File: src/hw/rtl/nrte_pkg.sv
// ----------------------------------------------------------------------------
// NMEA RMC time extractor package
// Shared result type, character constants and helper functions.
// ----------------------------------------------------------------------------
package nrte_pkg;

    localparam logic [7:0] CHAR_STAR   = 8'h2A;
    localparam logic [7:0] CHAR_ACTIVE = 8'h41;
    localparam logic [7:0] CHAR_ZERO   = 8'h30;
    localparam logic [7:0] CHAR_NINE   = 8'h39;

    localparam int unsigned HEADER_LEN = 7;
    localparam int unsigned TIME_FIRST = 7;
    localparam int unsigned TIME_DIGITS = 6;
    localparam int unsigned STATUS_POS = 18;
    localparam logic [4:0]  POS_MAX = 5'd31;
    localparam logic [4:0]  ZONE_RESET = 5'd8;

    typedef struct packed {
        logic       sentence_accepted;
        logic       time_known;
        logic [4:0] local_hour;
        logic [6:0] minute_out;
        logic [6:0] second_out;
    } result_t;

    function automatic logic [7:0] header_char(input logic [4:0] pos);
        logic [7:0] c;
        case (pos)
            5'd0:    c = 8'h24;
            5'd1:    c = 8'h47;
            5'd2:    c = 8'h50;
            5'd3:    c = 8'h52;
            5'd4:    c = 8'h4D;
            5'd5:    c = 8'h43;
            5'd6:    c = 8'h2C;
            default: c = 8'h00;
        endcase
        return c;
    endfunction

    function automatic logic [3:0] hex_value(input logic [7:0] c);
        logic [3:0] v;
        if (c >= 8'h30 && c <= 8'h39)
            v = 4'(c - 8'h30);
        else if (c >= 8'h41 && c <= 8'h46)
            v = 4'(c - 8'h37);
        else if (c >= 8'h61 && c <= 8'h66)
            v = 4'(c - 8'h57);
        else
            v = 4'd0;
        return v;
    endfunction

    function automatic logic [6:0] two_digits(input logic [3:0] tens, input logic [3:0] units);
        return 7'({tens, 3'b000}) + 7'({tens, 1'b0}) + 7'(units);
    endfunction

    // Input stays below 144, so three conditional subtractions suffice.
    function automatic logic [4:0] mod24(input logic [7:0] v);
        logic [7:0] r;
        r = v;
        if (r >= 8'd96)
            r = r - 8'd96;
        if (r >= 8'd48)
            r = r - 8'd48;
        if (r >= 8'd24)
            r = r - 8'd24;
        return r[4:0];
    endfunction

endpackage

File: src/hw/rtl/nrte_in_if.sv
// ----------------------------------------------------------------------------
// Character channel
// Valid/ready channel carrying one sentence character per beat.
// ----------------------------------------------------------------------------
interface nrte_in_if;
    logic       valid;
    logic       ready;
    logic [7:0] char_in;
    logic       end_of_line;

    modport source (output valid, output char_in, output end_of_line, input ready);
    modport sink   (input valid, input char_in, input end_of_line, output ready);
endinterface

File: src/hw/rtl/nrte_out_if.sv
// ----------------------------------------------------------------------------
// Result channel
// Valid/ready channel carrying one line verdict and the held time per beat.
// ----------------------------------------------------------------------------
interface nrte_out_if;
    logic       valid;
    logic       ready;
    logic       sentence_accepted;
    logic       time_known;
    logic [4:0] local_hour;
    logic [6:0] minute_out;
    logic [6:0] second_out;

    modport source (output valid, output sentence_accepted, output time_known,
                    output local_hour, output minute_out, output second_out,
                    input ready);
    modport sink   (input valid, input sentence_accepted, input time_known,
                    input local_hour, input minute_out, input second_out,
                    output ready);
endinterface

File: src/hw/rtl/nrte_line_parser.sv
// ----------------------------------------------------------------------------
// Line parser
// Per-character header, checksum, status and time digit tracking, with the
// line verdict and held time formed on the final character of each line.
// ----------------------------------------------------------------------------
module nrte_line_parser (
    input  logic                clk,
    input  logic                rst_n,
    input  logic                accept,
    input  logic [7:0]          char_in,
    input  logic                end_of_line,
    input  logic [4:0]          zone_offset,
    output logic                push,
    output nrte_pkg::result_t   push_data
);

    localparam logic [1:0] PHASE_CONTENT = 2'd0;
    localparam logic [1:0] PHASE_HIGH    = 2'd1;
    localparam logic [1:0] PHASE_LOW     = 2'd2;
    localparam logic [1:0] PHASE_DONE    = 2'd3;

    logic [4:0] pos_reg, pos_next;
    logic       hdr_reg, hdr_next;
    logic [7:0] xor_reg, xor_next;
    logic [1:0] phase_reg, phase_next;
    logic [7:0] rsum_reg, rsum_next;
    logic       status_reg, status_next;
    logic       dvalid_reg, dvalid_next;
    logic [3:0] pend_reg [nrte_pkg::TIME_DIGITS];
    logic [3:0] pend_next [nrte_pkg::TIME_DIGITS];
    logic [3:0] held_reg [nrte_pkg::TIME_DIGITS];
    logic [3:0] held_next [nrte_pkg::TIME_DIGITS];
    logic       known_reg, known_next;
    logic       ok;
    logic       is_digit;

    assign is_digit = (char_in >= nrte_pkg::CHAR_ZERO) && (char_in <= nrte_pkg::CHAR_NINE);

    always_comb
    begin
        hdr_next    = hdr_reg;
        xor_next    = xor_reg;
        phase_next  = phase_reg;
        rsum_next   = rsum_reg;
        status_next = status_reg;
        dvalid_next = dvalid_reg;
        pend_next   = pend_reg;

        if (pos_reg < 5'(nrte_pkg::HEADER_LEN) && char_in != nrte_pkg::header_char(pos_reg))
            hdr_next = 1'b0;

        if (pos_reg != 5'd0)
        begin
            case (phase_reg)
                PHASE_CONTENT:
                begin
                    if (char_in == nrte_pkg::CHAR_STAR)
                        phase_next = PHASE_HIGH;
                    else
                        xor_next = xor_reg ^ char_in;
                end
                PHASE_HIGH:
                begin
                    rsum_next  = {nrte_pkg::hex_value(char_in), 4'd0};
                    phase_next = PHASE_LOW;
                end
                PHASE_LOW:
                begin
                    rsum_next  = rsum_reg + {4'd0, nrte_pkg::hex_value(char_in)};
                    phase_next = PHASE_DONE;
                end
                default:
                begin
                    phase_next = phase_reg;
                end
            endcase
        end

        for (int i = 0; i < nrte_pkg::TIME_DIGITS; i++)
        begin
            if (pos_reg == 5'(nrte_pkg::TIME_FIRST + i))
            begin
                if (is_digit)
                    pend_next[i] = 4'(char_in - nrte_pkg::CHAR_ZERO);
                else
                    dvalid_next = 1'b0;
            end
        end

        if (pos_reg == 5'(nrte_pkg::STATUS_POS) && char_in == nrte_pkg::CHAR_ACTIVE)
            status_next = 1'b1;

        pos_next = (pos_reg < nrte_pkg::POS_MAX) ? pos_reg + 5'd1 : pos_reg;
    end

    assign ok = hdr_next && (xor_next == rsum_next) && status_next && dvalid_next;

    always_comb
    begin
        held_next  = held_reg;
        known_next = known_reg;
        if (end_of_line && ok)
        begin
            held_next  = pend_next;
            known_next = 1'b1;
        end
    end

    assign push = accept && end_of_line;

    always_comb
    begin
        push_data.sentence_accepted = ok;
        push_data.time_known        = known_next;
        push_data.local_hour        = nrte_pkg::mod24(
            8'(nrte_pkg::two_digits(held_next[0], held_next[1])) + {3'd0, zone_offset});
        push_data.minute_out        = nrte_pkg::two_digits(held_next[2], held_next[3]);
        push_data.second_out        = nrte_pkg::two_digits(held_next[4], held_next[5]);
    end

    always_ff @(posedge clk or negedge rst_n)
    begin
        if (!rst_n)
        begin
            pos_reg    <= 5'd0;
            hdr_reg    <= 1'b1;
            xor_reg    <= 8'd0;
            phase_reg  <= PHASE_CONTENT;
            rsum_reg   <= 8'd0;
            status_reg <= 1'b0;
            dvalid_reg <= 1'b1;
            known_reg  <= 1'b0;
            for (int i = 0; i < nrte_pkg::TIME_DIGITS; i++)
            begin
                pend_reg[i] <= 4'd0;
                held_reg[i] <= 4'd0;
            end
        end
        else if (accept)
        begin
            known_reg <= known_next;
            held_reg  <= held_next;
            if (end_of_line)
            begin
                pos_reg    <= 5'd0;
                hdr_reg    <= 1'b1;
                xor_reg    <= 8'd0;
                phase_reg  <= PHASE_CONTENT;
                rsum_reg   <= 8'd0;
                status_reg <= 1'b0;
                dvalid_reg <= 1'b1;
                for (int i = 0; i < nrte_pkg::TIME_DIGITS; i++)
                    pend_reg[i] <= 4'd0;
            end
            else
            begin
                pos_reg    <= pos_next;
                hdr_reg    <= hdr_next;
                xor_reg    <= xor_next;
                phase_reg  <= phase_next;
                rsum_reg   <= rsum_next;
                status_reg <= status_next;
                dvalid_reg <= dvalid_next;
                pend_reg   <= pend_next;
            end
        end
    end

endmodule

File: src/hw/rtl/nrte_result_buffer.sv
// ----------------------------------------------------------------------------
// Result buffer
// Two-entry output register that decouples the result channel from the
// character channel.
// ----------------------------------------------------------------------------
module nrte_result_buffer (
    input  logic               clk,
    input  logic               rst_n,
    input  logic               push,
    input  nrte_pkg::result_t  push_data,
    output logic               full,
    nrte_out_if.source         result
);

    nrte_pkg::result_t slot0_reg, slot0_next;
    nrte_pkg::result_t slot1_reg, slot1_next;
    logic [1:0]        count_reg, count_next;
    logic              pop;

    assign pop  = result.valid && result.ready;
    assign full = (count_reg == 2'd2);

    always_comb
    begin
        slot0_next = slot0_reg;
        slot1_next = slot1_reg;
        count_next = count_reg;
        case (count_reg)
            2'd0:
            begin
                if (push)
                begin
                    slot0_next = push_data;
                    count_next = 2'd1;
                end
            end
            2'd1:
            begin
                if (push && pop)
                    slot0_next = push_data;
                else if (push)
                begin
                    slot1_next = push_data;
                    count_next = 2'd2;
                end
                else if (pop)
                    count_next = 2'd0;
            end
            2'd2:
            begin
                if (pop)
                begin
                    slot0_next = slot1_reg;
                    count_next = 2'd1;
                end
            end
            default:
            begin
                count_next = 2'd0;
            end
        endcase
    end

    always_ff @(posedge clk or negedge rst_n)
    begin
        if (!rst_n)
            count_reg <= 2'd0;
        else
            count_reg <= count_next;
    end

    always_ff @(posedge clk)
    begin
        slot0_reg <= slot0_next;
        slot1_reg <= slot1_next;
    end

    assign result.valid             = (count_reg != 2'd0);
    assign result.sentence_accepted = slot0_reg.sentence_accepted;
    assign result.time_known        = slot0_reg.time_known;
    assign result.local_hour        = slot0_reg.local_hour;
    assign result.minute_out        = slot0_reg.minute_out;
    assign result.second_out        = slot0_reg.second_out;

    a_count_range: assert property (@(posedge clk) disable iff (!rst_n)
        count_reg != 2'd3)
        else $error("Result buffer count out of range.");

    a_no_overflow: assert property (@(posedge clk) disable iff (!rst_n)
        full |-> !push)
        else $error("Result pushed into a full buffer.");

    a_push_lands: assert property (@(posedge clk) disable iff (!rst_n)
        push |=> result.valid)
        else $error("Pushed result did not appear on the output.");

endmodule

File: src/hw/rtl/nmea_rmc_time_extractor.sv
// ----------------------------------------------------------------------------
// NMEA RMC time extractor
// Checks RMC sentences character by character and reports the verdict and
// the held local time at every line end.
// ----------------------------------------------------------------------------
// Throughput: one character beat per cycle while the result buffer has a free entry.
// The result of a line-end beat is registered in the result buffer before it is offered.
// A two-entry result buffer absorbs output stalls; input stalls only when
// both entries are occupied.
// Reset clears the line state, the held time and the buffer; the zone
// offset returns to eight hours.
// ----------------------------------------------------------------------------
module nmea_rmc_time_extractor (
    input  logic        clk,
    input  logic        rst_n,
    input  logic        cfg_we,
    input  logic [4:0]  cfg_wdata,
    nrte_in_if.sink     sentence,
    nrte_out_if.source  result
);

    logic [4:0]        zone_reg;
    logic              accept;
    logic              push;
    logic              full;
    nrte_pkg::result_t push_data;

    always_ff @(posedge clk or negedge rst_n)
    begin
        if (!rst_n)
            zone_reg <= nrte_pkg::ZONE_RESET;
        else if (cfg_we)
            zone_reg <= cfg_wdata;
    end

    assign sentence.ready = !full;
    assign accept         = sentence.valid && sentence.ready;

    nrte_line_parser u_parser (
        .clk         (clk),
        .rst_n       (rst_n),
        .accept      (accept),
        .char_in     (sentence.char_in),
        .end_of_line (sentence.end_of_line),
        .zone_offset (zone_reg),
        .push        (push),
        .push_data   (push_data)
    );

    nrte_result_buffer u_buffer (
        .clk       (clk),
        .rst_n     (rst_n),
        .push      (push),
        .push_data (push_data),
        .full      (full),
        .result    (result)
    );

endmodule

File: src/flat_wrapper.sv
// flat-port wrapper written by rule: the top's interface ports become plain ports
module nmea_rmc_time_extractor_flat 
  (clk, rst_n, cfg_we, cfg_wdata, sentence_valid, sentence_char_in, sentence_end_of_line, sentence_ready, result_valid, result_sentence_accepted, result_time_known, result_local_hour, result_minute_out, result_second_out, result_ready);
  nrte_in_if sentence_i ();
  nrte_out_if result_i ();
  input  logic clk;
  input  logic rst_n;
  input  logic cfg_we;
  input  logic [4:0] cfg_wdata;
  input wire logic [$bits(sentence_i.valid)-1:0] sentence_valid;
  input wire logic [$bits(sentence_i.char_in)-1:0] sentence_char_in;
  input wire logic [$bits(sentence_i.end_of_line)-1:0] sentence_end_of_line;
  output wire logic [$bits(sentence_i.ready)-1:0] sentence_ready;
  output wire logic [$bits(result_i.valid)-1:0] result_valid;
  output wire logic [$bits(result_i.sentence_accepted)-1:0] result_sentence_accepted;
  output wire logic [$bits(result_i.time_known)-1:0] result_time_known;
  output wire logic [$bits(result_i.local_hour)-1:0] result_local_hour;
  output wire logic [$bits(result_i.minute_out)-1:0] result_minute_out;
  output wire logic [$bits(result_i.second_out)-1:0] result_second_out;
  input wire logic [$bits(result_i.ready)-1:0] result_ready;
  assign sentence_i.valid = sentence_valid;
  assign sentence_i.char_in = sentence_char_in;
  assign sentence_i.end_of_line = sentence_end_of_line;
  assign sentence_ready = sentence_i.ready;
  assign result_valid = result_i.valid;
  assign result_sentence_accepted = result_i.sentence_accepted;
  assign result_time_known = result_i.time_known;
  assign result_local_hour = result_i.local_hour;
  assign result_minute_out = result_i.minute_out;
  assign result_second_out = result_i.second_out;
  assign result_i.ready = result_ready;
  nmea_rmc_time_extractor u_core (.clk(clk), .rst_n(rst_n), .cfg_we(cfg_we), .cfg_wdata(cfg_wdata), .sentence(sentence_i), .result(result_i));
endmodule
File: config.mk
export PLATFORM = sky130hd
export DESIGN_NAME = nmea_rmc_time_extractor_flat
export DESIGN_NICKNAME = d
export VERILOG_FILES = /design/src/hw/rtl/nrte_pkg.sv /design/src/hw/rtl/nrte_in_if.sv /design/src/hw/rtl/nrte_out_if.sv /design/src/hw/rtl/nrte_line_parser.sv /design/src/hw/rtl/nrte_result_buffer.sv /design/src/hw/rtl/nmea_rmc_time_extractor.sv /design/src/flat_wrapper.sv
export SDC_FILE = /design/constraint.sdc
export NUM_CORES = 1
export LEC_CHECK = 0
export BUFFER_PORTS_ARGS = -buffer_cell sky130_fd_sc_hd__clkbuf_2
export CAP_MARGIN = 20
export CORE_MARGIN = 1
export CORE_UTILIZATION = 55
export CTS_BUF_LIST = sky130_fd_sc_hd__clkbuf_4
export DETAILED_ROUTE_END_ITERATION = 8
export PLACE_DENSITY_LB_ADDON = 0.1
export SLEW_MARGIN = 20
export SYNTH_ARGS = -nofsm -noshare
export SYNTH_HDL_FRONTEND = slang
export SYNTH_SLANG_ARGS = --single-unit
File: constraint.sdc
create_clock -name clk -period 8.1 [get_ports clk]
set_input_delay 0.81 -clock clk [delete_from_list [all_inputs] [get_ports clk]]
set_output_delay 0.81 -clock clk [all_outputs]
set_load 0.01 [all_outputs]
# After elaboration in Yosys (flattened, before gate mapping)
# Index checks and enable logic that the tools add are counted.
[word_totals]
reg_bits = 124
inputBits = 19
out_inout_bits = 23
word_cells = 179
[classes]
n_addsub = 15
order_cmp = 11
n_eq_ne = 27
n_mux = 64
bitwise = 2
n_reduce_logical = 28
[ops]
columns = ["operator", "count"]
rows = [
  ["$mux 4", 17],
  ["$mux 8", 8],
  ["$mux 21", 3],
  ["$pmux 21 s3", 1],
  ["$pmux 7 s7", 1],
  ["$mux 24", 2],
  ["$eq 5x4->1 const B", 5],
  ["$ge 8x7->1 const B", 3],
  ["$add 7x4->7", 3],
  ["$add 7x5->7", 3],
  ["$eq 5x3->1 const B", 4],
  ["$mux 1", 18],
  ["$ge 8x6->1 const B", 2],
  ["$le 8x7->1 const B", 2],
  ["$mux 2", 8],
  ["$pmux 8 s2", 1],
  ["$mux 5", 3],
  ["$logic_and 1x1->1", 13],
  ["$pmux 2 s3", 2],
  ["$reduce_and 4->1", 3],
  ["$eq 5x2->1 const B", 2],
  ["$add 7x5->8", 1],
  ["$add 8x4->8", 1],
  ["$eq 8x6->1 const B", 1],
  ["other kinds (30)", 40],
]

# Longest topological paths before layout
[depth]
depth_word = 28
depth_mapped = 39
ltp_nobuf = 36

# Cells and area by module
# Synthesis repeated with hierarchy kept, for this count alone.
[hier_totals]
cells_unflattened = 761
hier_area_um2 = 8374.3
[by_module_without_submodules]
columns = ["module", "instances", "cells_per_inst", "area_per_inst_um2"]
rows = [
  ["nrte_line_parser", 1, 670, 6433.7],
  ["nrte_result_buffer", 1, 79, 1747.9],
  ["nmea_rmc_time_extractor", 1, 12, 192.7],
]

# Worst setup path after synthesis
# No wires, ideal clock.
[synth_path]
kind = "input to register"
start = "input sentence_char_in[1]"
end = "register u_core.u_buffer.slot0_reg (netlist bit u_core.u_buffer.result.local_hour[4]), data pin"
setup_time_ps = 262
t_arrival_ps = 9667
t_required_ps = 7838
path_slack_ps = -1829
stages = 37
n_path_buf = 4
path_cell_list = "clkbuf_1 > clkbuf_1 > inv_1 > ha_1 > o21bai_1 > a21oi_2 > a31oi_1 > nor2_1 > ha_1 > a21o_1 > a2111oi_0 > a221oi_2 > xnor3_1 > a221o_1 > or4b_4 > nor2_1 > nand2_1 > clkbuf_1 > mux2_2 > fa_1 > inv_1 > fa_1 > inv_1 > ha_1 > nand2_1 > o21ai_0 > and2_1 > clkbuf_1 > nor2_1 > mux2i_1 > ha_1 > inv_1 > or3_1 > o2111ai_1 > and3_1 > o41ai_4 > mux2_1"
[synth_rtl]
columns = ["element", "line_no", "source"]
rows = [
  ["start, declared", "flat_wrapper.sv:11", "input wire logic [$bits(sentence_i.char_in)-1:0] sentence_char_in;"],
  ["end signal, assigned", "nrte_result_buffer.sv:74", "slot0_reg <= slot0_next;"],
  ["end, declared", "nrte_result_buffer.sv:15", "nrte_pkg::result_t slot0_reg, slot0_next;"],
]

==> metrics.md <==
| Metric | Value |
|---|---|
| Status | `finished, violations left` |
| Failing checks | `negative setup slack` |
| Nature of the critical path endpoint | `register` |
| Detail Placement HPWL | `16.0 mm` |
| Final Hold Vio Count | `0` |
| Vias in the first global route | `7376` |
| Synth Area per Inst | `9.52 µm²` |
| Fill cells | `1096` |
| Routability cong. | `0.923` |
| Starting DRC count in detailed routing | `539` |
| Synthesis-stage register bit count | `124` |
| Cell Area, Synth | `0.00827 mm²` |
| Max H-tree Level | `4` |
| Clock-pin slew on the worst setup and hold paths | `0.14 ns` |
| Crit path DAT | `8.48 ns` |
| Starting density of the core | `56.7%` |
| Overall Power | `0.00170 W` |
| Cts hold-fix bufs | `0` |
| Sequential share of power | `41.8%` |
| Io pins | `42` |
| Sw frac | `33.9%` |
| Core ar. | `0.0146 mm²` |
| DR vias/cell | `6.12` |
| Die W | `125 µm` |
| Crit path launch type | `input pin` |
| M1 GR Usage | `37.2%` |
| IO Port Bufs | `41` |
| Critical-path top delay cell | `fa_1` |
| Mapped Cells | `868` |
| Finished Core Util | `68.8%` |
| Required time worst endpoint | `8.41 ns` |
| EDFF count, synth | `42` |
| Final global-route overflow total | `0` |
| Ant. Diodes | `0` |
| First-pass GRT wire length | `36.8 mm` |
| Final slew viol count | `0` |
| P per Cell Area | `170 mW/mm²` |
| Final wirelength | `22.3 mm` |
| Height of the die | `125 µm` |
| DR DRC count | `0` |
| Row count | `44` |
| Met3 usage | `3.65%` |
| Crit Path Max Fanout | `8` |
| Area after DPL | `0.00936 mm²` |
| Avg WL per Cell | `18.9 µm` |
| Total GRT Usage | `29.7%` |
| Clock Power Share | `30.4%` |
| Antenna-violating nets left | `0` |
| Slew at the pin closest to its max-slew limit | `0.955 ns` |
| Register area share after synthesis | `40.1%` |
| RSZ-0062 raised after global routing | `true` |
| Area Growth Syn to Fin | `21.5%` |
| Drt first pass iters | `5` |
| Cell area after layout | `0.0100 mm²` |
| Fin nets | `1052` |
| Tmin final | `8.17 ns` |
| Switch Pwr | `0.000578 W` |
| Tcrit/Tclk final | `101%` |
| FFs w/ async S/R, synth | `66.1%` |
| FF-to-FF path depth | `30` |
| Skew final | `0.0311 ns` |
| CTS tree | `yes` |
| Met2 usage | `52.3%` |
| Worst hold path type | `in -> async` |
| Sink Count | `124` |
| FMAX | `0.122 GHz` |
| Headroom to the max-slew limit | `36.2%` |
| Global routing's busiest layer | `met2` |
| Via Count | `7211` |
| Total CTS buffers | `17` |
| Fin worst setup slack | `-0.0673 ns` |
| Clock Tree Root | `clkbuf_4` |
| Count of different cell masters after synthesis | `91` |
| Pre-CTS setup slack | `-0.720 ns` |
| Max IR drop VDD | `181 µV` |
| Layout cell share with drive strength beyond 1 | `30.1%` |
| Skew-Pair Late Insertion Delay | `0.57 ns` |
| Max cap viols | `0` |
| DIE AREA | `0.0155 mm²` |
| Critical path class | `in -> reg` |
| Combinational Power Share | `27.8%` |
| Leakage dissipation | `4.64 nW` |
| Syn Nets | `939` |
| CTS max path bufs | `2` |
| Largest net degree at the start of global routing | `66` |
| Initial antenna violation count | `0` |
| Dominant synthesized flop cell | `dfrtp_1` |
| Final setup fails | `2` |
| Power Internal | `0.00113 W` |
| Synth warn | `0` |
| Critical Path Max Stage Delay | `0.55 ns` |
critical path: cells and delay by family:
kind            cells  cell delay (ns)
xor+xnor            1             0.21
mux                 5             1.23
compound gates     10             1.99
fa+ha+maj           6             2.02
simple gates        8             1.69
buf+inv             7             0.51
metal layers:
layer	routed length (µm)	vias up	part of all wire, %
li1	-	3407	-
met4	546	0	2.5
met3	984	44	4.4
met1	9410	3528	42
met5	0	-	0
met2	11300	232	51
placed cells by master (no fill, tap or decap), types with 5 or more instances in the layout:
cell type	n
a21boi_0	9
a21o_1	17
a21oi_1	36
a22oi_1	12
a31oi_1	5
and2_1	5
and3_1	7
buf_4	95
buf_6	5
clkbuf_2	38
clkbuf_4	20
dfrtp_1	79
edfxtp_1	42
fa_1	6
ha_1	36
ha_4	7
inv_1	29
mux2_2	42
mux2i_1	13
nand2_1	123
nand2b_1	9
nand3_1	23
nor2_1	34
nor2_2	7
nor2b_1	7
nor3_1	16
nor3_2	5
nor4_1	7
o21ai_0	70
o21ai_1	8
o31ai_1	6
or4_1	5
xnor2_1	15
xor2_1	8
cells in the mapped netlist (6+ instances only):
cell,instances,share of area [%]
xnor2_1,16,1.7
mux2_2,44,6.0
edfxtp_1,42,15
nor4_1,9,0.68
nor2_1,42,1.9
mux2i_1,16,1.9
nor3_1,22,1.3
and2_1,6,0.45
o21ai_0,77,4.7
o31ai_1,6,0.54
nand2_1,125,5.7
a22oi_1,12,1.1
a21o_1,17,1.5
nor2b_1,8,0.61
nand3_1,23,1.4
ha_1,44,6.7
a21oi_1,38,2.3
dfrtp_1,79,24
fa_1,8,1.9
and3_1,8,0.61
nand2b_1,9,0.68
clkbuf_1,34,1.5
inv_1,33,1.5
a21boi_0,9,0.82
a31oi_1,6,0.45
xor2_1,9,0.95
or4_1,6,0.54
layout make-up:
cell class / count / area (µm²) / area share (%)
repair buffers: 139 / 975 / 9.71
clock buffers: 20 / 150 / 1.50
clock inverters: 12 / 186 / 1.86
flip-flops and latches: 124 / 3320 / 33.0
well taps: 184 / 230 / 2.29
multi-input cells: 664 / 5040 / 50.2
inverters: 35 / 140 / 1.40
final timing paths:
| kind | start | end | slack, ns |
|---|---|---|---|
| min | rst_n | u_core.u_parser.rsum_reg[1] | 0.11 |
| min reg2reg | u_core.u_parser.held_reg[9] | u_core.u_parser.held_reg[9] | 0.49 |
| max reg2reg | u_core.u_parser.pos_reg[0] | u_core.u_buffer.result.local_hour[4] | 0.27 |
| max in group asynchronous | rst_n | u_core.u_parser.held_reg[15] | 6.80 |
| max | sentence_char_in[0] | u_core.u_buffer.result.local_hour[4] | -0.07 |
| min in group clk | result_ready | u_core.u_buffer.count_reg[1] | 0.47 |
stage by stage:
| stage | hold WS, ns | setup TNS [ns] | cells |
|---|---|---|---|
| 2_1_floorplan | 0.436 | -2.28 | 868 |
| 3_3_place_gp | 0.451 | -1.71 | 1134 |
| 3_5_place_dp | 0.465 | -2.59 | 1134 |
| 4_1_cts | 0.0951 | 0 | 1171 |
| 5_1_grt | 0.108 | -0.988 | 1178 |
| 6_report | 0.108 | -0.0683 | 1178 |
power by group through the flow:
| stage | registers, W | logic [W] | clock network, W |
|---|---|---|---|
| 2_1_floorplan | 0.000723 | 0.000302 | 0 |
| 3_3_place_gp | 0.000723 | 0.000444 | 0 |
| 3_5_place_dp | 0.000725 | 0.000454 | 0 |
| 4_1_cts | 0.000711 | 0.000457 | 0.000524 |
| 5_1_grt | 0.000716 | 0.000514 | 0.000552 |
| 6_report | 0.000712 | 0.000474 | 0.000518 |
kinds of logic (layout without fill, tap and decap cells):
logic type | count (synthesis) | in the layout | synth area share [%]
and+or+nand+nor | 295 | 295 | 17.8
AOI/OAI and AO/OA | 230 | 230 | 18.6
DFF | 124 | 124 | 40.1
buffers and inverters | 80 | 206 | 3.89
muxes | 61 | 61 | 8.07
adders and majority gates | 52 | 52 | 8.60
xor gates and xnor gates | 26 | 26 | 2.92
what timing repair did:
item                                    4_1_cts  5_1_grt
endpoints found under the hold margin         0        0
pin swaps                                    18       26
gates resized for setup                      15       42
endpoints found under the setup margin        4        4
setup buffers                                 5        7
cloned                                        0        0
Power figures use the tool's default switching activity.
